===== src/hw/rtl/kpsd_pkg.sv =====
// kpsd_pkg: shared constants for the keypad scanner and display mux
// holds key matrix geometry, register map and the seven-segment table
// no dependencies
package kpsd_pkg;

  localparam int unsigned KeyRows = 4;
  localparam int unsigned KeyCols = 3;
  localparam int unsigned KeyBits = 12;
  localparam int unsigned CodeW   = 4;
  localparam int unsigned SegW    = 8;
  localparam int unsigned DselW   = 2;
  localparam int unsigned PeriodW = 8;
  localparam int unsigned AddrW   = 3;

  localparam logic [AddrW-1:0]   AddrScanPeriod  = 3'd0;
  localparam logic [PeriodW-1:0] ScanPeriodReset = 8'd24;

  // active-low patterns indexed by key code, code 0 is blank
  localparam logic [SegW-1:0] SegTable [16] = '{
    8'hff, 8'hbb, 8'h62, 8'h2a, 8'h39, 8'h2c, 8'h24, 8'hba,
    8'h20, 8'h28, 8'h70, 8'ha0, 8'h64, 8'hb0, 8'hff, 8'hff
  };

  localparam int unsigned InTdataW  = 16;
  localparam int unsigned OutTdataW = 16;

endpackage


===== src/hw/rtl/keypad_scan_display_mux_top.sv =====
// keypad_scan_display_mux_top: keypad scanner with multiplexed seven-segment display
// depends on kpsd_pkg
//
// One input word carries the sampled key matrix. Each accepted word yields exactly one
// output word in the next cycle. A new word can be taken every cycle while the output side
// keeps up. A result waiting in the output register holds the input off until it leaves,
// and the next word is taken in the same cycle that it leaves. Each word drives the next
// display digit (segments and digit index). Every scan_period words the matrix is compared
// with the stored key states. The last new press in scan order is reported as
// key_event/key_code and is shifted into the display store. A scan_period of zero scans
// every 256 words.
module keypad_scan_display_mux_top #(
  parameter int unsigned NUM_DIGITS = 4
) (
  input  logic                                  clk_i,
  input  logic                                  rst_ni,
  // input word
  input  logic                                  s_axis_tvalid,
  output logic                                  s_axis_tready,
  input  logic [kpsd_pkg::InTdataW-1:0]         s_axis_tdata,   // key_matrix[11:0]
  // output word
  output logic                                  m_axis_tvalid,
  input  logic                                  m_axis_tready,
  output logic [kpsd_pkg::OutTdataW-1:0]        m_axis_tdata,   // segments, digit_select, key_code
  output logic                                  m_axis_tuser,   // key_event
  // configuration
  input  logic                                  psel,
  input  logic                                  penable,
  input  logic                                  pwrite,
  input  logic [kpsd_pkg::AddrW-1:0]            paddr,
  input  logic [31:0]                           pwdata,
  output logic [31:0]                           prdata,
  output logic                                  pready
);

  localparam int unsigned IdxW = (NUM_DIGITS > 1) ? $clog2(NUM_DIGITS) : 1;
  localparam logic [IdxW-1:0] LastIdx = IdxW'(NUM_DIGITS - 1);

  logic [kpsd_pkg::PeriodW-1:0] scan_period_q;
  logic [kpsd_pkg::KeyBits-1:0] key_state_q, key_state_d;
  logic [IdxW-1:0]              digit_idx_q, digit_idx_d;
  logic [kpsd_pkg::PeriodW-1:0] scan_cnt_q, scan_cnt_d, cnt_inc;
  logic [kpsd_pkg::CodeW-1:0]   disp_q [NUM_DIGITS];

  logic                         out_valid_q;
  logic [kpsd_pkg::SegW-1:0]    seg_q, seg_d;
  logic [kpsd_pkg::DselW-1:0]   dsel_q, dsel_d;
  logic                         event_q, event_d;
  logic [kpsd_pkg::CodeW-1:0]   code_q, code_d;

  logic                         accept;
  logic                         cfg_wr;
  logic                         scan_hit;
  logic [IdxW-1:0]              pos;
  logic [7:0]                   idx_ext;
  logic [kpsd_pkg::KeyBits-1:0] pressed, new_press;
  logic                         any_new;
  logic [kpsd_pkg::CodeW-1:0]   new_code;

  assign pready = 1'b1;
  assign cfg_wr = psel & penable & pwrite & pready & (paddr == kpsd_pkg::AddrScanPeriod);
  assign prdata = (paddr == kpsd_pkg::AddrScanPeriod) ? {24'd0, scan_period_q} : 32'd0;

  assign s_axis_tready = ~out_valid_q | m_axis_tready;
  assign accept        = s_axis_tvalid & s_axis_tready;

  // display side
  assign pos     = LastIdx - digit_idx_q;
  assign seg_d   = kpsd_pkg::SegTable[disp_q[pos]];
  assign idx_ext = 8'(digit_idx_q);
  assign dsel_d  = idx_ext[1:0];
  assign digit_idx_d = (digit_idx_q == LastIdx) ? '0 : digit_idx_q + 1'b1;

  // scan timing
  assign cnt_inc    = scan_cnt_q + 8'd1;
  assign scan_hit   = (cnt_inc == scan_period_q);
  assign scan_cnt_d = scan_hit ? '0 : cnt_inc;

  // edge detect and priority pick, last new press in scan order wins
  assign pressed   = s_axis_tdata[kpsd_pkg::KeyBits-1:0];
  assign new_press = pressed & ~key_state_q;

  always_comb begin
    int bitn;
    any_new  = 1'b0;
    new_code = '0;
    for (int c = int'(kpsd_pkg::KeyCols) - 1; c >= 0; c--) begin
      for (int r = 0; r < int'(kpsd_pkg::KeyRows); r++) begin
        bitn = r * int'(kpsd_pkg::KeyCols) + c;
        if (new_press[bitn]) begin
          any_new  = 1'b1;
          new_code = kpsd_pkg::CodeW'(bitn + 1);
        end
      end
    end
  end

  assign key_state_d = scan_hit ? pressed : key_state_q;
  assign event_d     = scan_hit & any_new;
  assign code_d      = event_d ? new_code : '0;

  always_ff @(posedge clk_i or negedge rst_ni) begin
    if (!rst_ni) begin
      scan_period_q <= kpsd_pkg::ScanPeriodReset;
    end else if (cfg_wr) begin
      scan_period_q <= pwdata[kpsd_pkg::PeriodW-1:0];
    end
  end

  always_ff @(posedge clk_i or negedge rst_ni) begin
    if (!rst_ni) begin
      key_state_q <= '0;
      digit_idx_q <= '0;
      scan_cnt_q  <= '0;
      for (int k = 0; k < int'(NUM_DIGITS); k++) begin
        disp_q[k] <= '0;
      end
    end else if (accept) begin
      key_state_q <= key_state_d;
      digit_idx_q <= digit_idx_d;
      scan_cnt_q  <= scan_cnt_d;
      if (event_d) begin
        for (int k = 0; k < int'(NUM_DIGITS) - 1; k++) begin
          disp_q[k] <= disp_q[k+1];
        end
        disp_q[NUM_DIGITS-1] <= new_code;
      end
    end
  end

  always_ff @(posedge clk_i or negedge rst_ni) begin
    if (!rst_ni) begin
      out_valid_q <= 1'b0;
    end else if (s_axis_tready) begin
      out_valid_q <= s_axis_tvalid;
    end
  end

  always_ff @(posedge clk_i) begin
    if (accept) begin
      seg_q   <= seg_d;
      dsel_q  <= dsel_d;
      event_q <= event_d;
      code_q  <= code_d;
    end
  end

  assign m_axis_tvalid = out_valid_q;
  assign m_axis_tdata  = {2'b00, code_q, dsel_q, seg_q};
  assign m_axis_tuser  = event_q;

endmodule


===== config.mk =====
export PLATFORM = sky130hd
export DESIGN_NAME = keypad_scan_display_mux_top
export DESIGN_NICKNAME = d
export VERILOG_FILES = /design/src/hw/rtl/kpsd_pkg.sv /design/src/hw/rtl/keypad_scan_display_mux_top.sv
export SDC_FILE = /design/constraint.sdc
export NUM_CORES = 1
export LEC_CHECK = 0
export BUFFER_PORTS_ARGS = -buffer_cell sky130_fd_sc_hd__buf_2
export CAP_MARGIN = 20
export CORE_MARGIN = 4
export CORE_UTILIZATION = 30
export DETAILED_ROUTE_END_ITERATION = 10
export SLEW_MARGIN = 0
export SYNTH_ARGS = -nofsm -noshare
export SYNTH_HDL_FRONTEND = slang
export SYNTH_SLANG_ARGS = --single-unit

===== constraint.sdc =====
create_clock -name clk_i -period 3.4 [get_ports clk_i]
set_input_delay 0.68 -clock clk_i [delete_from_list [all_inputs] [get_ports clk_i]]
set_output_delay 0.68 -clock clk_i [all_outputs]
set_load 0.01 [all_outputs]

==> results.md, run 1 <==
* Setup Crit Path Kind: reg -> reg
* Clock-pin slew on the worst setup and hold paths at 50 ps
* Die Y-Extent at 116 µm
* Worst-skew pair later-pin latency at 330 ps
* Die area at 13400 µm²
* Hold-fix buffers at CTS at 0
* Worst Hold Class: in -> async
* Period utilization at 0.757
* CP max FO at 16
* Core area at 11400 µm²
* Vias per cell at 4.54
* Drt wl/cell at 12.5 µm
* Area of the mapped netlist at 3480 µm²
* Ys flop type: dfrtp_1
* Simple-Gate Fraction of Synth Area at 0.153
* Psw at 0.000741 W
* CP startpoint kind: register
* Critical path origin: scan_cnt_q[0]
* Internal power at 0.00168 W
* Flop and latch count out of synthesis at 61
* Avg Cell Area, Syn at 11.5 µm²
* Post-Synth Adder-Cell Area at 0.0324
* Part of the power in registers at 0.432
* Largest family of logic cells by synthesized area: multiplexers
* Fmax at 0.389 GHz
* GRT overflow at 0
* Design Power at 0.00243 W
* First-pass GRT wire length at 11.0 mm
* Count of cell types in the netlist at 51
* End of the worst register-to-register path: disp_q[8]
* Hpwl dp at 4.64 mm
* EDFF count, synth at 14
* Nets at 424
* Ys async rst share at 0.770
* Cells after Synth at 303
* Max-slew headroom at 0.575
* Min Tclk post-route at 2570 ps
* Worst-Margin Slew at 632 ps
* Power density over cell area at 599 nW/µm²
* DRC at 0
* Setup crit end: disp_q[8]
* Vias in the first global route at 2325
* RD Place Congestion at 0.815
* Finished Layout Cells at 505
* Switching share of power at 0.306
* Critical path arrival at 2770 ps
* CP endpoint kind: register
* Compound-gate portion of the synthesized area at 0.0763
* Row Count at 39
* Register area share after synthesis at 0.460
* # Max-Cap Violations at 0
* PostCTS Resize Cnt at 0
* TritonRoute pass-1 iters at 4
* RSZ-0062 raised after global routing: no
* Final setup TNS at 0 ps
* Placed Cells at 488
* Final Core Density at 0.356
* Setup bufs post-CTS at 0
* Leak pwr at 1.86 nW
* CTS root buf: clkbuf_16
* Crit path required time at 3600 ps
* Fin Hold WS at 276 ps
* Clock power frac at 0.341
* Initial Util at 0.306
* Comb power frac at 0.227
* Die Wd at 116 µm
* Gr usage total at 0.103
* H-tree Lvls at 3
* Largest net degree at the start of global routing at 48
* WL final at 6.30 mm
* Antenna fix cells at 0
* Initial antenna violation count at 0
* PortBufs at 53
* Layout cell share with drive strength beyond 1 at 0.326
* XOR/XNOR Fraction of Synth Area at 0.0328
* Vias at 2295
* Synthesis-to-finish area growth at 16.5%
* Max VDD drop at 0.000253 V
* Max clock buf depth at 2
* DR iter-0 viols at 60
* RR Startpoint: scan_cnt_q[0]
* DRT antenna net count at 0
* Slew Viols, Final at 0
* Num CTS Buffers at 9
* Final hold violation count at 0
* R2R Setup Slk at 830 ps
* Clk sinks at 61
* Multiplexer area fraction after synthesis at 0.159
* Yosys warns at 0
* CTS tree: built
* Run status: completed
* Worst r2r path cells at 6
* Clock skew at 9.66 ps
* I/O Pins at 110
* Setup violators final at 0
## cell type report
cell class	instances	area [µm²]
multi-input cells	223	1680
flip-flops and latches	61	1600
repair buffers	55	293
inverters	7	26.3
well taps	143	179
clock inverters	4	23.8
fillers	1131	7320
clock buffers	12	246
## through the flow
step | setup slack (ps) | area [µm²]
after floorplan | 1170 | 3570
after global placement | 890 | 3760
after detailed placement | 852 | 3760
after CTS | 829 | 4030
after global routing | 668 | 4050
final | 827 | 4050
## state kept, by name (all words and copies together), names as in the netlist, 2 cells and up
register       flops
digit_idx_q        2
code_q             4
seg_q              7
key_state_q       12
scan_cnt_q         8
disp_q            16
scan_period_q      8
dsel_q             2
## critical path, stage by stage, from the launching register on
cell and delay, ps:
dfrtp_1 490, ha_1 290, nand3_2 200, o32a_1 410, o211ai_2 260, nand4_4 380, mux2_4 420
## layer usage
metal  part of all wire  routed length (µm)  vias to the layer above  GRT usage
met5                  0                   0                        -          0
met4              0.016                 100                        0     0.0418
li1                   -                   -                     1123          -
met3              0.055                 349                        7     0.0287
met1               0.43                2710                     1108      0.127
met2               0.50                3140                       57      0.170
## power groups by stage
| stage | clock (W) | combinational (W) | sequential, W |
|---|---|---|---|
| floorplan | 0 | 0.000492 | 0.00100 |
| global placement | 0 | 0.000535 | 0.00106 |
| detailed placement | 0 | 0.000552 | 0.00106 |
| CTS | 0.000854 | 0.000553 | 0.00105 |
| global route | 0.000889 | 0.000631 | 0.00107 |
| finish | 0.000827 | 0.000550 | 0.00105 |
## cells in the mapped netlist (all sizes together) (2+ instances only)
library cell	count	area, µm²
dfrtp	45	1130
mux2	36	443
buf	32	243
nand2	24	90.1
and2	15	93.8
nand2b	15	93.8
edfxtp	14	420
o21ai	11	55.1
ha	9	113
a21oi	8	40.0
xnor2	8	70.1
inv	7	26.3
nor3	7	35.0
clkbuf	6	22.5
nor2	5	18.8
nor2b	5	31.3
xor2	5	43.8
a31oi	4	25.0
mux4	4	90.1
nand3	4	42.5
o211ai	4	35.0
or3	4	25.0
nand4	3	33.8
o21a	3	22.5
conb	2	7.51
dfstp	2	52.6
mux2i	2	20.0
nand4b	2	17.5
nor3b	2	15.0
nor4	2	12.5
o2bb2ai	2	17.5
## how the worst min path moves through the flow
stage | from | endpoint | slack [ps]
after floorplan | rst_ni | digit_idx_q[0] | 380
after global placement | key_state_q[5] | key_state_q[5] | 480
after detailed placement | key_state_q[7] | key_state_q[7] | 480
after CTS | key_state_q[7] | key_state_q[7] | 500
after global routing | rst_ni | scan_cnt_q[7] | 300
final | rst_ni | scan_period_q[7] | 280
## cell families after synthesis
| group | Yosys count |
|---|---|
| other | 2 |
| AND/OR/NAND/NOR | 91 |
| XOR/XNOR | 13 |
| flip-flops | 61 |
| buffers and inverters | 45 |
| AO/OA/AOI/OAI | 40 |
| adder cells (fa/ha/maj) | 9 |
| multiplexers | 42 |
## layout by cell type (no fill, tap or decap), types with 3 or more instances in the layout
master,Yosys,routed
a31oi_1,4,4
mux2_4,10,10
ha_1,9,9
nor2_1,5,5
nand2_1,24,24
o21ai_0,11,11
xnor2_1,8,8
buf_2,2,53
clkbuf_16,0,9
nor3_1,7,7
or3_1,4,4
a21oi_1,8,8
o21a_1,3,3
inv_1,6,6
dfrtp_1,45,45
nor2b_1,5,5
mux4_2,4,4
mux2_2,26,26
and2_1,14,14
edfxtp_1,14,14
nand2b_1,15,15
conb_1,2,28
o211ai_1,3,3
xor2_1,5,5
Note: power is estimated with default switching activity, not from simulation.
==> inputs of run 2 (changes only) <==
==> constraint.sdc (replaced) <==
create_clock -name clk_i -period 2.3 [get_ports clk_i]
set_input_delay 0.46 -clock clk_i [delete_from_list [all_inputs] [get_ports clk_i]]
set_output_delay 0.46 -clock clk_i [all_outputs]
set_load 0.01 [all_outputs]
==> run 2 against run 1 <==
Compared with the run above: power grew 57%; via count increased by 1.0%; combinational power rose by 68%; sequential share of layout area shrank 1.3 points; critical path depth is 2 higher; non-clock buffer count grew 12; critical endpoint is now disp_q[15].
==> results.md, run 2 (synthesis results as in run 1) <==
* Hpwl dp at 4.82 mm (was 4.64 mm)
* Die Wd at 116 µm (unchanged)
* Placed Cells at 501 (was 488)
* TritonRoute pass-1 iters at 4 (unchanged)
* Core area at 11400 µm² (unchanged)
* Most common cell after layout, fill and taps aside: buf_2 (unchanged)
* Period utilization at 0.941 (was 0.757)
* First-pass GRT wire length at 10.9 mm (was 11.0 mm)
* PortBufs at 53 (unchanged)
* DRC at 0 (unchanged)
* RSZ-0062 raised after global routing: no (unchanged)
* CP endpoint kind: register (unchanged)
* Design Power at 0.00380 W (was 0.00243 W)
* Fmax at 0.462 GHz (was 0.389 GHz)
* Commonest non-fill, non-tap cells in the layout: buf_2, dfrtp_1, conb_1 (unchanged)
* Regs by FF count: disp_q x16, key_state_q x12 (unchanged)
* CP startpoint kind: register (unchanged)
* Clock-pin slew on the worst setup and hold paths at 60 ps (was 50 ps)
* Vias in the first global route at 2348 (was 2325)
* Final setup TNS at 0 ps (unchanged)
* Storage cell area at 1600 µm² (unchanged)
* # Max-Cap Violations at 0 (unchanged)
* Finished Layout Cells at 517 (was 505)
* Synthesis-to-finish area growth at 20.4% (was 16.5%)
* Clock skew at 8.38 ps (was 9.66 ps)
* Slew Viols, Final at 0 (unchanged)
* Die area at 13400 µm² (unchanged)
* Layout cell share with drive strength beyond 1 at 0.353 (was 0.326)
* Drt wl/cell at 12.5 µm (about the same)
* Setup Crit Path Kind: reg -> reg (unchanged)
* DRT antenna net count at 0 (unchanged)
* Final Core Density at 0.368 (was 0.356)
* CP max FO at 16 (unchanged)
* Nets at 436 (was 424)
* Antenna fix cells at 0 (unchanged)
* Top reg by flops: disp_q (unchanged)
* Post-placement cell area at 3870 µm² (was 3760 µm²)
* GRT overflow at 0 (unchanged)
* Die Y-Extent at 116 µm (unchanged)
* Row Count at 39 (unchanged)
* CTS tree: built (unchanged)
* H-tree Lvls at 3 (unchanged)
* Final hold violation count at 0 (unchanged)
* RD Place Congestion at 0.804 (was 0.815)
* Num CTS Buffers at 9 (unchanged)
* Max-slew headroom at 0.593 (was 0.575)
* Worst-skew pair later-pin latency at 330 ps (about the same)
* Max clock buf depth at 2 (unchanged)
* Max VDD drop at 0.000410 V (was 0.000253 V)
* Crit path required time at 2500 ps (was 3600 ps)
* Hold-fix buffers at CTS at 0 (unchanged)
* Fill count at 1126 (was 1131)
* Critical path arrival at 2370 ps (was 2770 ps)
* Multi-input logic area at 1690 µm² (was 1680 µm²)
* Worst-Margin Slew at 611 ps (was 632 ps)
* DR iter-0 viols at 86 (was 60)
* WL final at 6.44 mm (was 6.30 mm)
* CTS root buf: clkbuf_16 (unchanged)
* Run status: completed (unchanged)
* Clk sinks at 61 (unchanged)
* Worst Hold Class: in -> async (unchanged)
* Initial antenna violation count at 0 (unchanged)
* Vias at 2318 (was 2295)
* Post-Layout Inst Area at 4180 µm² (was 4050 µm²)
* I/O Pins at 110 (unchanged)
* Largest net degree at the start of global routing at 48 (unchanged)
* Vias per cell at 4.48 (was 4.54)
* Gr usage total at 0.101 (was 0.103)
* Power density over cell area at 909 nW/µm² (was 599 nW/µm²)
* Largest register FFs at 16 (unchanged)
* Min Tclk post-route at 2160 ps (was 2570 ps)
* Leak pwr at 1.93 nW (was 1.86 nW)
* Initial Util at 0.306 (unchanged)
* Setup violators final at 0 (unchanged)
-- run 2: cell count changes in the layout (fill, tap and decap cells not counted) --
cell	before	now
clkbuf_1	2	0
nand3_4	1	2
inv_6	0	2
bufinv_16	0	1
buf_4	1	13
nand3_2	2	1
clkinv_2	2	0
clkbuf_8	1	0
inv_4	1	0
clkinv_4	0	3
-- run 2: critical path: stages (launching register included) --
cell and delay (ps):
dfrtp_1 350, ha_1 190, nand3_2 160, or3_1 400, nand4b_1 120, o211ai_2 170
nand4_4 130, buf_12 170, mux2_2 340
-- run 2: area by class of cell --
type	instances	area share
Inverter	7	0.00628
Sequential cell	61	0.382
Tap cell	143	0.0428
Clock buffer	9	0.0538
Multi-Input combinational cell	223	0.404
Timing Repair Buffer	67	0.0915
Clock inverter	7	0.0194
-- run 2: per-layer routing --
metal  GRT usage  routed length [µm]  vias up  share of wire
met1       0.125                2860     1111           0.44
met2       0.169                3200       49           0.50
met3      0.0277                 295        9          0.046
li1            -                   -     1149              -
met4      0.0379                  86        0          0.013
met5           0                   0        -              0
-- run 2: repair_timing --
action,in CTS,in global routing
buffers inserted,0,0
resized for setup,0,1
endpoints found under the setup margin,0,14
-- run 2: metrics by stage --
step                      hold slack (ps)  worst slack, ps
after global placement                478             98.9
after detailed placement              483             93.7
final                                 228              137
after global routing                  284             34.2
after floorplan                       164             72.7
after CTS                             254             77.7
-- run 2: where the power goes --
part | switching, W | internal (W) | total [W] | leakage [nW]
sequential | 0.000188 | 0.00132 | 0.00151 | 0.732
clock | 0.000518 | 0.000851 | 0.00137 | 0.147
combinational | 0.000456 | 0.000467 | 0.000923 | 1.05
-- run 2: worst paths after layout --
path / from / endpoint / slack [ps] / cells past startpoint
min in group clk_i: s_axis_tvalid / m_axis_tvalid / 340 / 2
setup reg to reg: scan_cnt_q[0] / disp_q[15] / 140 / 8
setup / recovery: scan_cnt_q[0] / disp_q[15] / 140 / 8
hold reg to reg: key_state_q[7] / key_state_q[7] / 490 / 1
hold / removal: rst_ni / key_state_q[5] / 230 / 2
max in group asynchronous: rst_ni / digit_idx_q[0] / 1650 / 2
==> inputs of run 3 (changes only) <==
--- a/config.mk
+++ b/config.mk
@@ -6,7 +6,8 @@
 export NUM_CORES = 1
 export LEC_CHECK = 0
 export BUFFER_PORTS_ARGS = -buffer_cell sky130_fd_sc_hd__buf_2
-export CAP_MARGIN = 20
+export CAP_MARGIN = 5
+export CORE_ASPECT_RATIO = 1.75
 export CORE_MARGIN = 4
 export CORE_UTILIZATION = 30
 export DETAILED_ROUTE_END_ITERATION = 10
==> run 3 against run 2 <==
Compared with the run above: critical path depth did not move; clock skew fell by 2.4 ps; register-to-register slack got worse by 30 ps; global-route usage rose by 0.67 points; hold slack got worse by 120 ps; sequential power barely moved; power rose by 2.6%; non-clock buffer count fell by 4; via count rose by 2.4%; flip-flop and latch count did not move; sequential share of layout area barely moved; critical endpoint unchanged; largest cell class unchanged; largest power group unchanged; highest routed layer unchanged.
==> results.md, run 3 (synthesis results as in run 1) <==
* Run status: completed (unchanged)
* Vias per cell at 4.73 (was 4.48)
* Final setup TNS at 0 ps (unchanged)
* PortBufs at 53 (unchanged)
* Crit path required time at 2500 ps (about the same)
* Leak pwr at 1.93 nW (about the same)
* Max clock buf depth at 2 (unchanged)
* Critical Path Max Stage Delay at 370 ps (was 400 ps)
* Hpwl dp at 5.08 mm (was 4.82 mm)
* Initial Util at 0.309 (was 0.306)
* Vias in the first global route at 2324 (was 2348)
* Setup Crit Path Kind: reg -> reg (unchanged)
* Crit-path cells: ha_2, nand3_4, or3_1, nand4b_1, o211ai_2, nand4_4, buf_12, mux2_2 (was ha_1, nand3_2, or3_1, nand4b_1, o211ai_2, nand4_4, buf_12, mux2_2)
* Post-placement cell area at 3820 µm² (was 3870 µm²)
* Gr usage total at 0.108 (was 0.101)
* Switching share of power at 0.293 (was 0.306)
* Min Tclk post-route at 2190 ps (was 2160 ps)
* Top reg by flops: disp_q (unchanged)
* Clock skew at 6.02 ps (was 8.38 ps)
* DR iter-0 viols at 87 (was 86)
* TritonRoute pass-1 iters at 4 (unchanged)
* Fmax at 0.457 GHz (was 0.462 GHz)
* Fill count at 1110 (was 1126)
* Clock power frac at 0.375 (was 0.360)
* Die area at 13400 µm² (about the same)
* Clk sinks at 61 (unchanged)
* Setup violators final at 0 (unchanged)
* Num CTS Buffers at 9 (unchanged)
* Regs by FF count: disp_q x16, key_state_q x12 (unchanged)
* Design Power at 0.00390 W (was 0.00380 W)
* Largest register FFs at 16 (unchanged)
* DRT antenna net count at 0 (unchanged)
* H-tree Lvls at 3 (unchanged)
* Largest net degree at the start of global routing at 48 (unchanged)
* CP startpoint kind: register (unchanged)
* First-pass GRT wire length at 11.2 mm (was 10.9 mm)
* CTS root buf: clkbuf_16 (unchanged)
* Slew Viols, Final at 0 (unchanged)
* Nets at 432 (was 436)
* Post-Layout Inst Area at 4180 µm² (about the same)
* Part of the power in registers at 0.391 (was 0.397)
* CP max FO at 16 (unchanged)
* Critical path arrival at 2390 ps (was 2370 ps)
* GRT overflow at 0 (unchanged)
* # Max-Cap Violations at 0 (unchanged)
* Worst-skew pair later-pin latency at 320 ps (was 330 ps)
* CP endpoint kind: register (unchanged)
* Row Count at 51 (was 39)
* Slowest library cell on the worst path: or3_1 (unchanged)
* Drt wl/cell at 13.5 µm (was 12.5 µm)
* Final hold violation count at 0 (unchanged)
* Clock-pin slew on the worst setup and hold paths at 50 ps (was 60 ps)
* RSZ-0062 raised after global routing: no (unchanged)
* Storage cell area at 1600 µm² (unchanged)
* Comb power frac at 0.234 (was 0.243)
* Die Wd at 89.4 µm (was 116 µm)
* Hold-fix buffers at CTS at 0 (unchanged)
* Max VDD drop at 0.000506 V (was 0.000410 V)
* RD Place Congestion at 0.757 (was 0.804)
* Fin Hold WS at 103 ps (was 228 ps)
* CTS tree: built (unchanged)
* Psw at 0.00114 W (was 0.00116 W)
* Vias at 2373 (was 2318)
* Period utilization at 0.952 (was 0.941)
* Die Y-Extent at 150 µm (was 116 µm)
* Worst r2r path cells at 8 (unchanged)
* Synthesis-to-finish area growth at 20.3% (was 20.4%)
* Power density over cell area at 933 nW/µm² (was 909 nW/µm²)
* Antenna fix cells at 0 (unchanged)
* Layout cell share with drive strength beyond 1 at 0.346 (was 0.353)
* Commonest non-fill, non-tap cells in the layout: buf_2, dfrtp_1, conb_1 (unchanged)
* Worst Hold Class: in -> async (unchanged)
* Initial antenna violation count at 0 (unchanged)
* Core area at 11200 µm² (was 11400 µm²)
* I/O Pins at 110 (unchanged)
* Internal power at 0.00276 W (was 0.00264 W)
* DRC at 0 (unchanged)
* Most common cell after layout, fill and taps aside: buf_2 (unchanged)
* Multi-input logic area at 1700 µm² (was 1690 µm²)
* WL final at 6.80 mm (was 6.44 mm)
run 3: final timing paths:
path | start | to | slack, ps
max | scan_cnt_q[0] | disp_q[15] | 110
min | rst_ni | scan_cnt_q[0] | 100
max reg2reg | scan_cnt_q[0] | disp_q[15] | 110
min reg2reg | key_state_q[7] | key_state_q[7] | 490
max in group asynchronous | rst_ni | scan_period_q[3] | 1920
min in group clk_i | s_axis_tvalid | m_axis_tvalid | 340
run 3: layout make-up:
cell class                      count  share of cell area
Clock buffer                       10              0.0572
Timing Repair Buffer               63              0.0874
Inverter                            7             0.00629
Clock inverter                      6              0.0204
Sequential cell                    61               0.383
Multi-Input combinational cell    223               0.407
Tap cell                          132              0.0395
run 3: worst max-delay path: cells and delay by family (launching register included):
family	cells	cell delay, ps
simple gates	4	770
fa+ha+maj	1	240
compound gates	1	190
mux	1	340
buf+inv	1	170
flops	1	350
run 3: what timing repair did:
item,4_1_cts,5_1_grt
resized for setup,1,2
buffers inserted,1,0
setup endpoints to repair,28,28
run 3: routing by layer:
metal / global-route usage / share of wire / vias to the layer above
met4: 0.0499 / 0.018 / 0
li1: - / - / 1138
met5: 0 / 0 / -
met1: 0.117 / 0.39 / 1161
met2: 0.193 / 0.55 / 65
met3: 0.0235 / 0.050 / 9
run 3: through the flow:
| step | util | instances | worst slack, ps |
|---|---|---|---|
| after floorplan | - | 329 | 72.7 |
| after global placement | 0.340 | 485 | -16.7 |
| after detailed placement | 0.340 | 485 | -82.3 |
| after CTS | 0.371 | 502 | 26.2 |
| after global routing | 0.372 | 502 | 10.4 |
| final | 0.372 | 502 | 110 |
run 3: power by group through the flow:
stage	Combinational (W)	Sequential, W	Clock [W]
6_report	0.000914	0.00152	0.00146
3_3_place_gp	0.000885	0.00153	0
5_1_grt	0.00103	0.00156	0.00154
2_1_floorplan	0.000727	0.00148	0
3_5_place_dp	0.000910	0.00154	0
4_1_cts	0.000916	0.00152	0.00150
